--- src/hw/rtl/dstq_pkg.sv ---
// Shared types and codes for the deadline-sorted timer queue.
`timescale 1ns / 1ps
package dstq_pkg;

  localparam int unsigned IdW   = 5;
  localparam int unsigned TimeW = 63;
  localparam int unsigned Slots = 32;
  localparam int unsigned CntW  = 6;
  localparam int unsigned DataW = 72;

  // Command codes carried in in_tuser
  localparam logic [1:0] OP_SCHED  = 2'd0;
  localparam logic [1:0] OP_CANCEL = 2'd1;
  localparam logic [1:0] OP_UPDATE = 2'd2;
  localparam logic [1:0] OP_NOP    = 2'd3;

  // Result kinds carried in out_tuser
  localparam logic [1:0] KIND_ACK     = 2'd0;
  localparam logic [1:0] KIND_EXPIRED = 2'd1;
  localparam logic [1:0] KIND_NEXT    = 2'd2;
  localparam logic [1:0] KIND_EMPTY   = 2'd3;

  typedef struct packed {
    logic [1:0]       kind;
    logic [IdW-1:0]   expired_id;
    logic [TimeW-1:0] next_deadline;
    logic             last;
  } result_t;

endpackage

--- src/hw/rtl/dstq_out_reg.sv ---
// Output register for result transactions.
`timescale 1ns / 1ps
module dstq_out_reg (
  input  logic                       clk,
  input  logic                       rst_n,
  input  logic                       push,
  input  dstq_pkg::result_t          push_res,
  output logic                       can_push,
  output logic                       out_tvalid,
  input  logic                       out_tready,
  output logic [dstq_pkg::DataW-1:0] out_tdata,
  output logic [1:0]                 out_tuser,
  output logic                       out_tlast
);
  import dstq_pkg::*;

  logic    valid_r, valid_nxt;
  result_t res_r;

  assign can_push = !valid_r || out_tready;

  // Valid flag
  always_comb begin
    valid_nxt = valid_r;
    if (push) begin
      valid_nxt = 1'b1;
    end else if (out_tready) begin
      valid_nxt = 1'b0;
    end
  end

  always_ff @(posedge clk) begin
    if (!rst_n) begin
      valid_r <= 1'b0;
    end else begin
      valid_r <= valid_nxt;
    end
  end

  // Payload
  always_ff @(posedge clk) begin
    if (push) begin
      res_r <= push_res;
    end
  end

  assign out_tvalid = valid_r;
  assign out_tuser  = res_r.kind;
  assign out_tlast  = res_r.last;
  assign out_tdata  = {4'b0, res_r.next_deadline, res_r.expired_id};

endmodule

--- src/hw/rtl/dstq_ctrl.sv ---
// Sequencer with the list and deadline memories.
`timescale 1ns / 1ps
module dstq_ctrl #(
  parameter int unsigned NUM_TIMERS = 32
) (
  input  logic                     clk,
  input  logic                     rst_n,
  input  logic                     in_tvalid,
  output logic                     in_tready,
  input  logic [dstq_pkg::IdW-1:0] in_id,
  input  logic [dstq_pkg::TimeW-1:0] in_time,
  input  logic [1:0]               in_op,
  input  logic                     can_push,
  output logic                     push,
  output dstq_pkg::result_t        push_res
);
  import dstq_pkg::*;

  typedef enum logic [10:0] {
    S_IDLE   = 11'b00000000001,
    S_CHK    = 11'b00000000010,
    S_RM_RD  = 11'b00000000100,
    S_RM_DT  = 11'b00000001000,
    S_INS_RD = 11'b00000010000,
    S_INS_OR = 11'b00000100000,
    S_INS_DL = 11'b00001000000,
    S_UP_RD  = 11'b00010000000,
    S_UP_OR  = 11'b00100000000,
    S_UP_DL  = 11'b01000000000,
    S_EMIT   = 11'b10000000000
  } state_t;

  state_t           state_r, state_nxt;
  logic [1:0]       op_r;
  logic [IdW-1:0]   id_r;
  logic [TimeW-1:0] tp_r;
  logic [CntW-1:0]  p_r, p_nxt;
  logic [CntW-1:0]  len_r, len_nxt;
  logic [IdW-1:0]   head_r, head_nxt;
  logic             found_r, found_nxt;
  logic [IdW-1:0]   carry_r, carry_nxt;
  logic [IdW-1:0]   e_r, e_nxt;
  logic [Slots-1:0] sched_r, sched_nxt;
  result_t          res_r, res_nxt;
  logic             ret_up_r, ret_up_nxt;
  logic             in_ok;
  logic             in_id_ok;

  // List memory (circular, head_r is list position 0) and deadline memory
  logic [IdW-1:0]   ord_mem [Slots];
  logic [TimeW-1:0] dl_mem  [Slots];
  logic [IdW-1:0]   ord_ra, ord_wa, ord_wd, ord_q_r;
  logic             ord_we;
  logic [IdW-1:0]   dl_ra;
  logic             dl_we;
  logic [TimeW-1:0] dl_q_r;
  logic [IdW-1:0]   pos_addr;

  assign pos_addr = head_r + p_r[IdW-1:0];

  always_ff @(posedge clk) begin
    ord_q_r <= ord_mem[ord_ra];
    if (ord_we) begin
      ord_mem[ord_wa] <= ord_wd;
    end
  end

  always_ff @(posedge clk) begin
    dl_q_r <= dl_mem[dl_ra];
    if (dl_we) begin
      dl_mem[id_r] <= tp_r;
    end
  end

  assign in_tready = (state_r == S_IDLE);
  assign in_ok     = in_tvalid && in_tready;
  assign in_id_ok  = 32'(in_id) < NUM_TIMERS;
  assign push_res  = res_r;

  // Next-state and datapath
  always_comb begin
    state_nxt  = state_r;
    p_nxt      = p_r;
    len_nxt    = len_r;
    head_nxt   = head_r;
    found_nxt  = found_r;
    carry_nxt  = carry_r;
    e_nxt      = e_r;
    sched_nxt  = sched_r;
    res_nxt    = res_r;
    ret_up_nxt = ret_up_r;
    push       = 1'b0;
    ord_ra     = pos_addr;
    ord_we     = 1'b0;
    ord_wa     = pos_addr;
    ord_wd     = id_r;
    dl_ra      = ord_q_r;
    dl_we      = 1'b0;
    res_nxt    = '{kind: KIND_ACK, expired_id: '0, next_deadline: '0, last: 1'b1};
    if (state_r == S_EMIT || state_r == S_IDLE) begin
      res_nxt = res_r;
    end
    unique case (state_r)
      S_IDLE: begin
        dl_ra = in_id;
        p_nxt     = '0;
        found_nxt = 1'b0;
        ret_up_nxt = 1'b0;
        if (in_ok) begin
          res_nxt   = '{kind: KIND_ACK, expired_id: '0, next_deadline: '0, last: 1'b1};
          state_nxt = S_EMIT;
          if (in_op == OP_SCHED && in_id_ok) begin
            state_nxt = S_CHK;
          end else if (in_op == OP_CANCEL && in_id_ok && sched_r[in_id]) begin
            state_nxt = S_RM_RD;
          end else if (in_op == OP_UPDATE) begin
            state_nxt = S_UP_RD;
          end
        end
      end
      // Same deadline again leaves everything alone
      S_CHK: begin
        if (sched_r[id_r] && dl_q_r == tp_r) begin
          state_nxt = S_EMIT;
        end else begin
          dl_we     = 1'b1;
          state_nxt = sched_r[id_r] ? S_RM_RD : S_INS_RD;
        end
      end
      // Removal: compact entries behind the match down by one
      S_RM_RD: begin
        if (p_r == len_r) begin
          len_nxt       = len_r - CntW'(1);
          sched_nxt[id_r] = 1'b0;
          p_nxt         = '0;
          found_nxt     = 1'b0;
          state_nxt     = (op_r == OP_SCHED) ? S_INS_RD : S_EMIT;
        end else begin
          state_nxt = S_RM_DT;
        end
      end
      S_RM_DT: begin
        ord_wa = pos_addr - IdW'(1);
        ord_wd = ord_q_r;
        if (found_r) begin
          ord_we = 1'b1;
        end else if (ord_q_r == id_r) begin
          found_nxt = 1'b1;
        end
        p_nxt     = p_r + CntW'(1);
        state_nxt = S_RM_RD;
      end
      // Insertion: scan for first deadline >= new one, then ripple a carry
      S_INS_RD: begin
        if (p_r == len_r) begin
          ord_we          = 1'b1;
          ord_wd          = found_r ? carry_r : id_r;
          len_nxt         = len_r + CntW'(1);
          sched_nxt[id_r] = 1'b1;
          state_nxt       = S_EMIT;
        end else begin
          state_nxt = S_INS_OR;
        end
      end
      S_INS_OR: begin
        e_nxt = ord_q_r;
        if (found_r) begin
          ord_we    = 1'b1;
          ord_wd    = carry_r;
          carry_nxt = ord_q_r;
          p_nxt     = p_r + CntW'(1);
          state_nxt = S_INS_RD;
        end else begin
          state_nxt = S_INS_DL;
        end
      end
      S_INS_DL: begin
        if (dl_q_r >= tp_r) begin
          ord_we    = 1'b1;
          carry_nxt = e_r;
          found_nxt = 1'b1;
        end
        p_nxt     = p_r + CntW'(1);
        state_nxt = S_INS_RD;
      end
      // Update: pop expired heads one by one
      S_UP_RD: begin
        ord_ra = head_r;
        if (len_r == '0) begin
          res_nxt    = '{kind: KIND_EMPTY, expired_id: '0, next_deadline: '0, last: 1'b1};
          ret_up_nxt = 1'b0;
          state_nxt  = S_EMIT;
        end else begin
          state_nxt = S_UP_OR;
        end
      end
      S_UP_OR: begin
        e_nxt     = ord_q_r;
        state_nxt = S_UP_DL;
      end
      S_UP_DL: begin
        if (dl_q_r <= tp_r) begin
          res_nxt    = '{kind: KIND_EXPIRED, expired_id: e_r, next_deadline: '0, last: 1'b0};
          head_nxt   = head_r + IdW'(1);
          len_nxt    = len_r - CntW'(1);
          sched_nxt[e_r] = 1'b0;
          ret_up_nxt = 1'b1;
        end else begin
          res_nxt    = '{kind: KIND_NEXT, expired_id: '0, next_deadline: dl_q_r, last: 1'b1};
          ret_up_nxt = 1'b0;
        end
        state_nxt = S_EMIT;
      end
      S_EMIT: begin
        if (can_push) begin
          push      = 1'b1;
          state_nxt = ret_up_r ? S_UP_RD : S_IDLE;
        end
      end
      default: state_nxt = S_IDLE;
    endcase
  end

  // Control registers
  always_ff @(posedge clk) begin
    if (!rst_n) begin
      state_r <= S_IDLE;
      len_r   <= '0;
      head_r  <= '0;
      sched_r <= '0;
      ret_up_r <= 1'b0;
    end else begin
      state_r <= state_nxt;
      len_r   <= len_nxt;
      head_r  <= head_nxt;
      sched_r <= sched_nxt;
      ret_up_r <= ret_up_nxt;
    end
  end

  // Working registers
  always_ff @(posedge clk) begin
    p_r     <= p_nxt;
    found_r <= found_nxt;
    carry_r <= carry_nxt;
    e_r     <= e_nxt;
    res_r   <= res_nxt;
    if (in_ok) begin
      op_r <= in_op;
      id_r <= in_id;
      tp_r <= in_time;
    end
  end

endmodule

--- src/hw/rtl/deadline_sorted_timer_queue.sv ---
// Top level of the deadline-sorted timer queue.
//
//  channel | ports                  | tuser        | tdata (low bit up)
//  --------+------------------------+--------------+------------------------------
//  in      | in_tvalid/in_tready    | opcode[1:0]  | timer_id[4:0], time_point[62:0]
//  out     | out_tvalid/out_tready  | kind[1:0]    | expired_id[4:0], next_deadline[62:0]
//
// Schedule: check the stored deadline, walk the whole list to remove a rescheduled id,
// read order and deadline of each entry scanned up to the slot, ripple a carry through
// the entries behind it, then emit the ack. Update: read order, then deadline, then emit
// for each expired timer and for the next-deadline result (only a read and the emit when
// the list is empty); both memories have one read port and a registered read. Reset
// (rst_n low, synchronous) empties the list. One command at a time; a stalled out_tready holds the sequencer at emit.
`timescale 1ns / 1ps
module deadline_sorted_timer_queue #(
  parameter int unsigned NUM_TIMERS = 32
) (
  input  logic        clk,
  input  logic        rst_n,
  input  logic        in_tvalid,
  output logic        in_tready,
  input  logic [71:0] in_tdata,   // timer_id[4:0], time_point[67:5], zero pad
  input  logic [1:0]  in_tuser,   // opcode[1:0]
  output logic        out_tvalid,
  input  logic        out_tready,
  output logic [71:0] out_tdata,  // expired_id[4:0], next_deadline[67:5], zero pad
  output logic [1:0]  out_tuser,  // kind[1:0]
  output logic        out_tlast
);
  import dstq_pkg::*;

  logic    can_push;
  logic    push;
  result_t push_res;

  dstq_ctrl #(
    .NUM_TIMERS(NUM_TIMERS)
  ) u_ctrl (
    .clk      (clk),
    .rst_n    (rst_n),
    .in_tvalid(in_tvalid),
    .in_tready(in_tready),
    .in_id    (in_tdata[4:0]),
    .in_time  (in_tdata[67:5]),
    .in_op    (in_tuser),
    .can_push (can_push),
    .push     (push),
    .push_res (push_res)
  );

  dstq_out_reg u_out (
    .clk       (clk),
    .rst_n     (rst_n),
    .push      (push),
    .push_res  (push_res),
    .can_push  (can_push),
    .out_tvalid(out_tvalid),
    .out_tready(out_tready),
    .out_tdata (out_tdata),
    .out_tuser (out_tuser),
    .out_tlast (out_tlast)
  );

endmodule
--- config.mk ---
export PLATFORM = sky130hd
export DESIGN_NAME = deadline_sorted_timer_queue
export DESIGN_NICKNAME = d
export VERILOG_FILES = /design/src/hw/rtl/dstq_pkg.sv /design/src/hw/rtl/dstq_out_reg.sv /design/src/hw/rtl/dstq_ctrl.sv /design/src/hw/rtl/deadline_sorted_timer_queue.sv
export SDC_FILE = /design/constraint.sdc
export NUM_CORES = 2
export LEC_CHECK = 0
export ABC_CLOCK_PERIOD_IN_PS = 12670
export BUFFER_PORTS_ARGS = -buffer_cell sky130_fd_sc_hd__buf_2
export CAP_MARGIN = 20
export CORE_AREA = 2 2 502 504
export CTS_BUF_LIST = sky130_fd_sc_hd__clkbuf_16
export CTS_CLUSTER_SIZE = 8
export DETAILED_ROUTE_END_ITERATION = 10
export DIE_AREA = 0 0 504 506
export PLACE_DENSITY = 0.53
export SYNTH_ARGS = -nofsm -noshare
export SYNTH_HDL_FRONTEND = slang
export SYNTH_SLANG_ARGS = --single-unit
--- constraint.sdc ---
create_clock -name clk -period 12.67 [get_ports clk]
set_input_delay 0.6335 -clock clk [delete_from_list [all_inputs] [get_ports clk]]
set_output_delay 0.6335 -clock clk [all_outputs]
set_load 0.02 [all_outputs]
==> reports/metrics.yaml <==
synth:
  seq_area_frac_synth_pct: 74.6
  ys_warn_count: 0
  synth_edf_count: 2334
  synth_flop_cell: "edfxtp_1"
  netlist_area_um2: 99200
  yosys_register_bits: 2529
  synth.distinct_cells: 92
  synthArstFlopShare_pct: 0
  netlist_instances: 7026
  avgSynthCellArea_um2: 14.1
final_layout:
  multi_input_area_um2: 23500
  fin_util_pct: 46.1
  drive_gt1_share_pct: 11.9
  nFillCells: 22094
  synthToLayoutAreaGrowth_pct: 16.2
  seq_area_um2: 74000
  final_cell_mix: "edfxtp_1 (2,334), nand2_1 (1,585), a21oi_1 (433), clkbuf_16 (377), inv_1 (297)"
  final_nets: 7520
  layout_commonest_cell: "edfxtp_1"
detailed_routing:
  ant_nets: 0
  drt-vias-per-instance: 5.59
  routed_wl_um: 296000
  drc: 0
  first_pass_iters: 8
  initialDrtViolationCount: 7505
  wire_per_inst_um: 27.0
  vias: 61282
timing:
  relSlewSlack_pct: 22.3
  hold_viol: 0
  fin_skew_ns: 0.0799
  post-route-period-util_pct: 50.2
  tns_ns: 0
  worst_slew_pin_slew_ns: 1.15
  rsz0062_at_grt: "no"
  period_needed_ns: 6.36
  setup_viol_count_final: 0
  max_freq_mhz: 157
  slew_viol_final: 0
floorplan:
  start_util_pct: 39.7
  dieArea_um2: 255000
  die_x_um: 504
  die_h_um: 506
  ioPinCount: 155
  core.rowCount: 184
  core_um2: 250000
clock_tree:
  tritoncts: "yes"
  postCtsSetupBuffers: 0
  cts_resized: 0
  root_buffer: "clkbuf_16"
  clockBufferDepth: 4
  clock_sinks: 2529
  numCtsBuffers: 367
  cts_hold_buf: 67
  htree_levels: 5
  clk_pin_slew_ns: 0.05
  clk_latency_ns: 0.97
critical_path:
  cp-start-kind: "flip-flop"
  cp-end-kind: "flip-flop"
  cp.required_ns: 13.21
  cp_top_family: "simple AND/OR/NAND/NOR gates"
  rrSetupSlack_ns: 6.31
  timing.critical_path.slowest_stage_cell: "edfxtp_1"
  slowest_delay_ns: 1.11
  crit_chain: "inv_1 > ha_1 > nand4_1 > nor4_1 > buf_4 > and4_1 > nand4_1 > nor2b_1 > nand2b_4 > nor2_4 > buf_4 > buf_4"
  path_common_cell: "buf_4"
  path_max_fanout: 38
  cp_num_buf_inv: 4
  cp.arrival_ns: 6.89
  critPathKind: "flip-flop to flip-flop"
grt:
  overflow: 0
  grt_max_degree: 153
  grt_pass1_vias: 59228
  antenna_found_initial: 9
  grt_first_pass_wirelength_um: 424000
  grt.total_usage_pct: 22.6
pwr:
  p_leak_uw: 0.0399
  power_density_nw_per_um2: 205
  peakVddDrop_mv: 0.218
placement:
  hpwl_um: 150000
  place_congestion: 0.796
  portBuffers: 146
min_path:
  hp-class: "input port to flip-flop"
status:
  status: "finished clean"
run:
  max-cap-violations: 0
## cells in the mapped netlist, drive strengths merged (78+ instances only)
master / number / area, µm²
edfxtp: 2334 / 70100
nand2: 1585 / 5950
a21oi: 436 / 2190
nand3: 277 / 1390
mux2i: 269 / 2690
clkbuf: 252 / 947
o21ai: 207 / 1080
dfxtp: 195 / 3900
nor4: 188 / 1330
buf: 166 / 968
nor2: 160 / 603
a31oi: 156 / 997
a32oi: 137 / 1200
inv: 78 / 293
## registers in the layout, summed over array words and instances (netlist names)
| register | cells |
|---|---|
| u_out.out_tdata | 68 |
| u_out.out_tuser | 2 |
| u_ctrl.state_r | 11 |
| u_ctrl.sched_r | 32 |
| u_ctrl.head_r | 5 |
| u_ctrl.ord_q_r | 5 |
| u_ctrl.dl_mem | 2016 |
| u_ctrl.ret_up_r | 1 |
| u_ctrl.op_r | 2 |
| u_ctrl.p_r | 6 |
| u_ctrl.e_r | 5 |
| u_ctrl.push_res | 71 |
| u_ctrl.ord_mem | 160 |
| u_ctrl.carry_r | 5 |
| u_ctrl.dl_q_r | 63 |
| u_out.out_tlast | 1 |
| u_ctrl.len_r | 6 |
| u_ctrl.id_r | 5 |
| u_ctrl.found_r | 1 |
| u_out.out_tvalid | 1 |
| u_ctrl.tp_r | 63 |
## worst register-to-register path, delay by kind of cell (launching register included)
family / cells / cell delay, ns
and+or+nand+nor: 7 / 3.25
buffers and inverters: 4 / 1.19
DFF: 1 / 1.11
adders and majority gates: 1 / 0.34
## layout make-up
cell class | instances | area share, %
flip-flops and latches | 2529 | 64.2
well taps | 3348 | 3.63
clock inverters | 227 | 0.792
diodes | 5 | 0.0108
clock buffers | 377 | 8.18
repair buffers | 386 | 2.60
inverters | 79 | 0.257
multi-input cells | 4003 | 20.4
## path summary, 6_finish.rpt
| kind | cells past startpoint | endpoint | startpoint |
|---|---|---|---|
| min | 1 | u_ctrl.tp_r[62]$_DFFE_PP_ | in_tdata[67] |
| min reg2reg | 0 | u_out.out_tdata[31]$_DFFE_PP_ | u_ctrl.push_res[27]$_DFF_P_ |
| max | 12 | u_ctrl.dl_mem[2][28]$_DFFE_PP_ | u_ctrl.tp_r[60]$_DFFE_PP_ |
| max reg2reg | 12 | u_ctrl.dl_mem[2][28]$_DFFE_PP_ | u_ctrl.tp_r[60]$_DFFE_PP_ |
## cell families (layout without fill, tap and decap cells)
family,after synthesis,in the layout,synth area share [%]
simple gates,2412,2412,10.7
other cells,1,9,0.00378
mux,362,362,4.20
xor+xnor,27,27,0.246
fa+ha+maj,76,76,0.973
buf+inv,497,1069,2.23
compound gates,1122,1122,7.10
flops,2529,2529,74.6
## per-stage QoR
stage          cell area (µm²)  worst slack [ns]  instances  hold slack [ns]  power (µW)
5_1_grt                 115000              6.22      10950           0.0133       24600
2_1_floorplan            99200              7.20       7029            0.406       13200
4_1_cts                 115000              6.43      10942          0.00995       23800
3_3_place_gp            104000              6.55      10267            0.419       15000
6_report                115000              6.31      10954           0.0493       23700
3_5_place_dp            104000              6.42      10271            0.416       15100
## power by group
group | leakage [µW] | switching, µW | internal (µW) | total (µW)
Combinational | 0.0113 | 3560 | 1450 | 5010
Clock | 0.00585 | 3440 | 5260 | 8700
Sequential | 0.0228 | 366 | 9590 | 9960
## metal layers
metal  part of all wire, %  up-vias  routed length (µm)  global-route usage (%)
met5                     0        -                   0                       0
met4                   2.5        0                7530                    6.59
met3                   7.2      431               21400                    3.48
met2                    47     2531              140000                    36.4
met1                    43    31173              127000                    31.9
li1                      -    27147                   -                       -
Note: power is estimated with default switching activity, not from simulation.
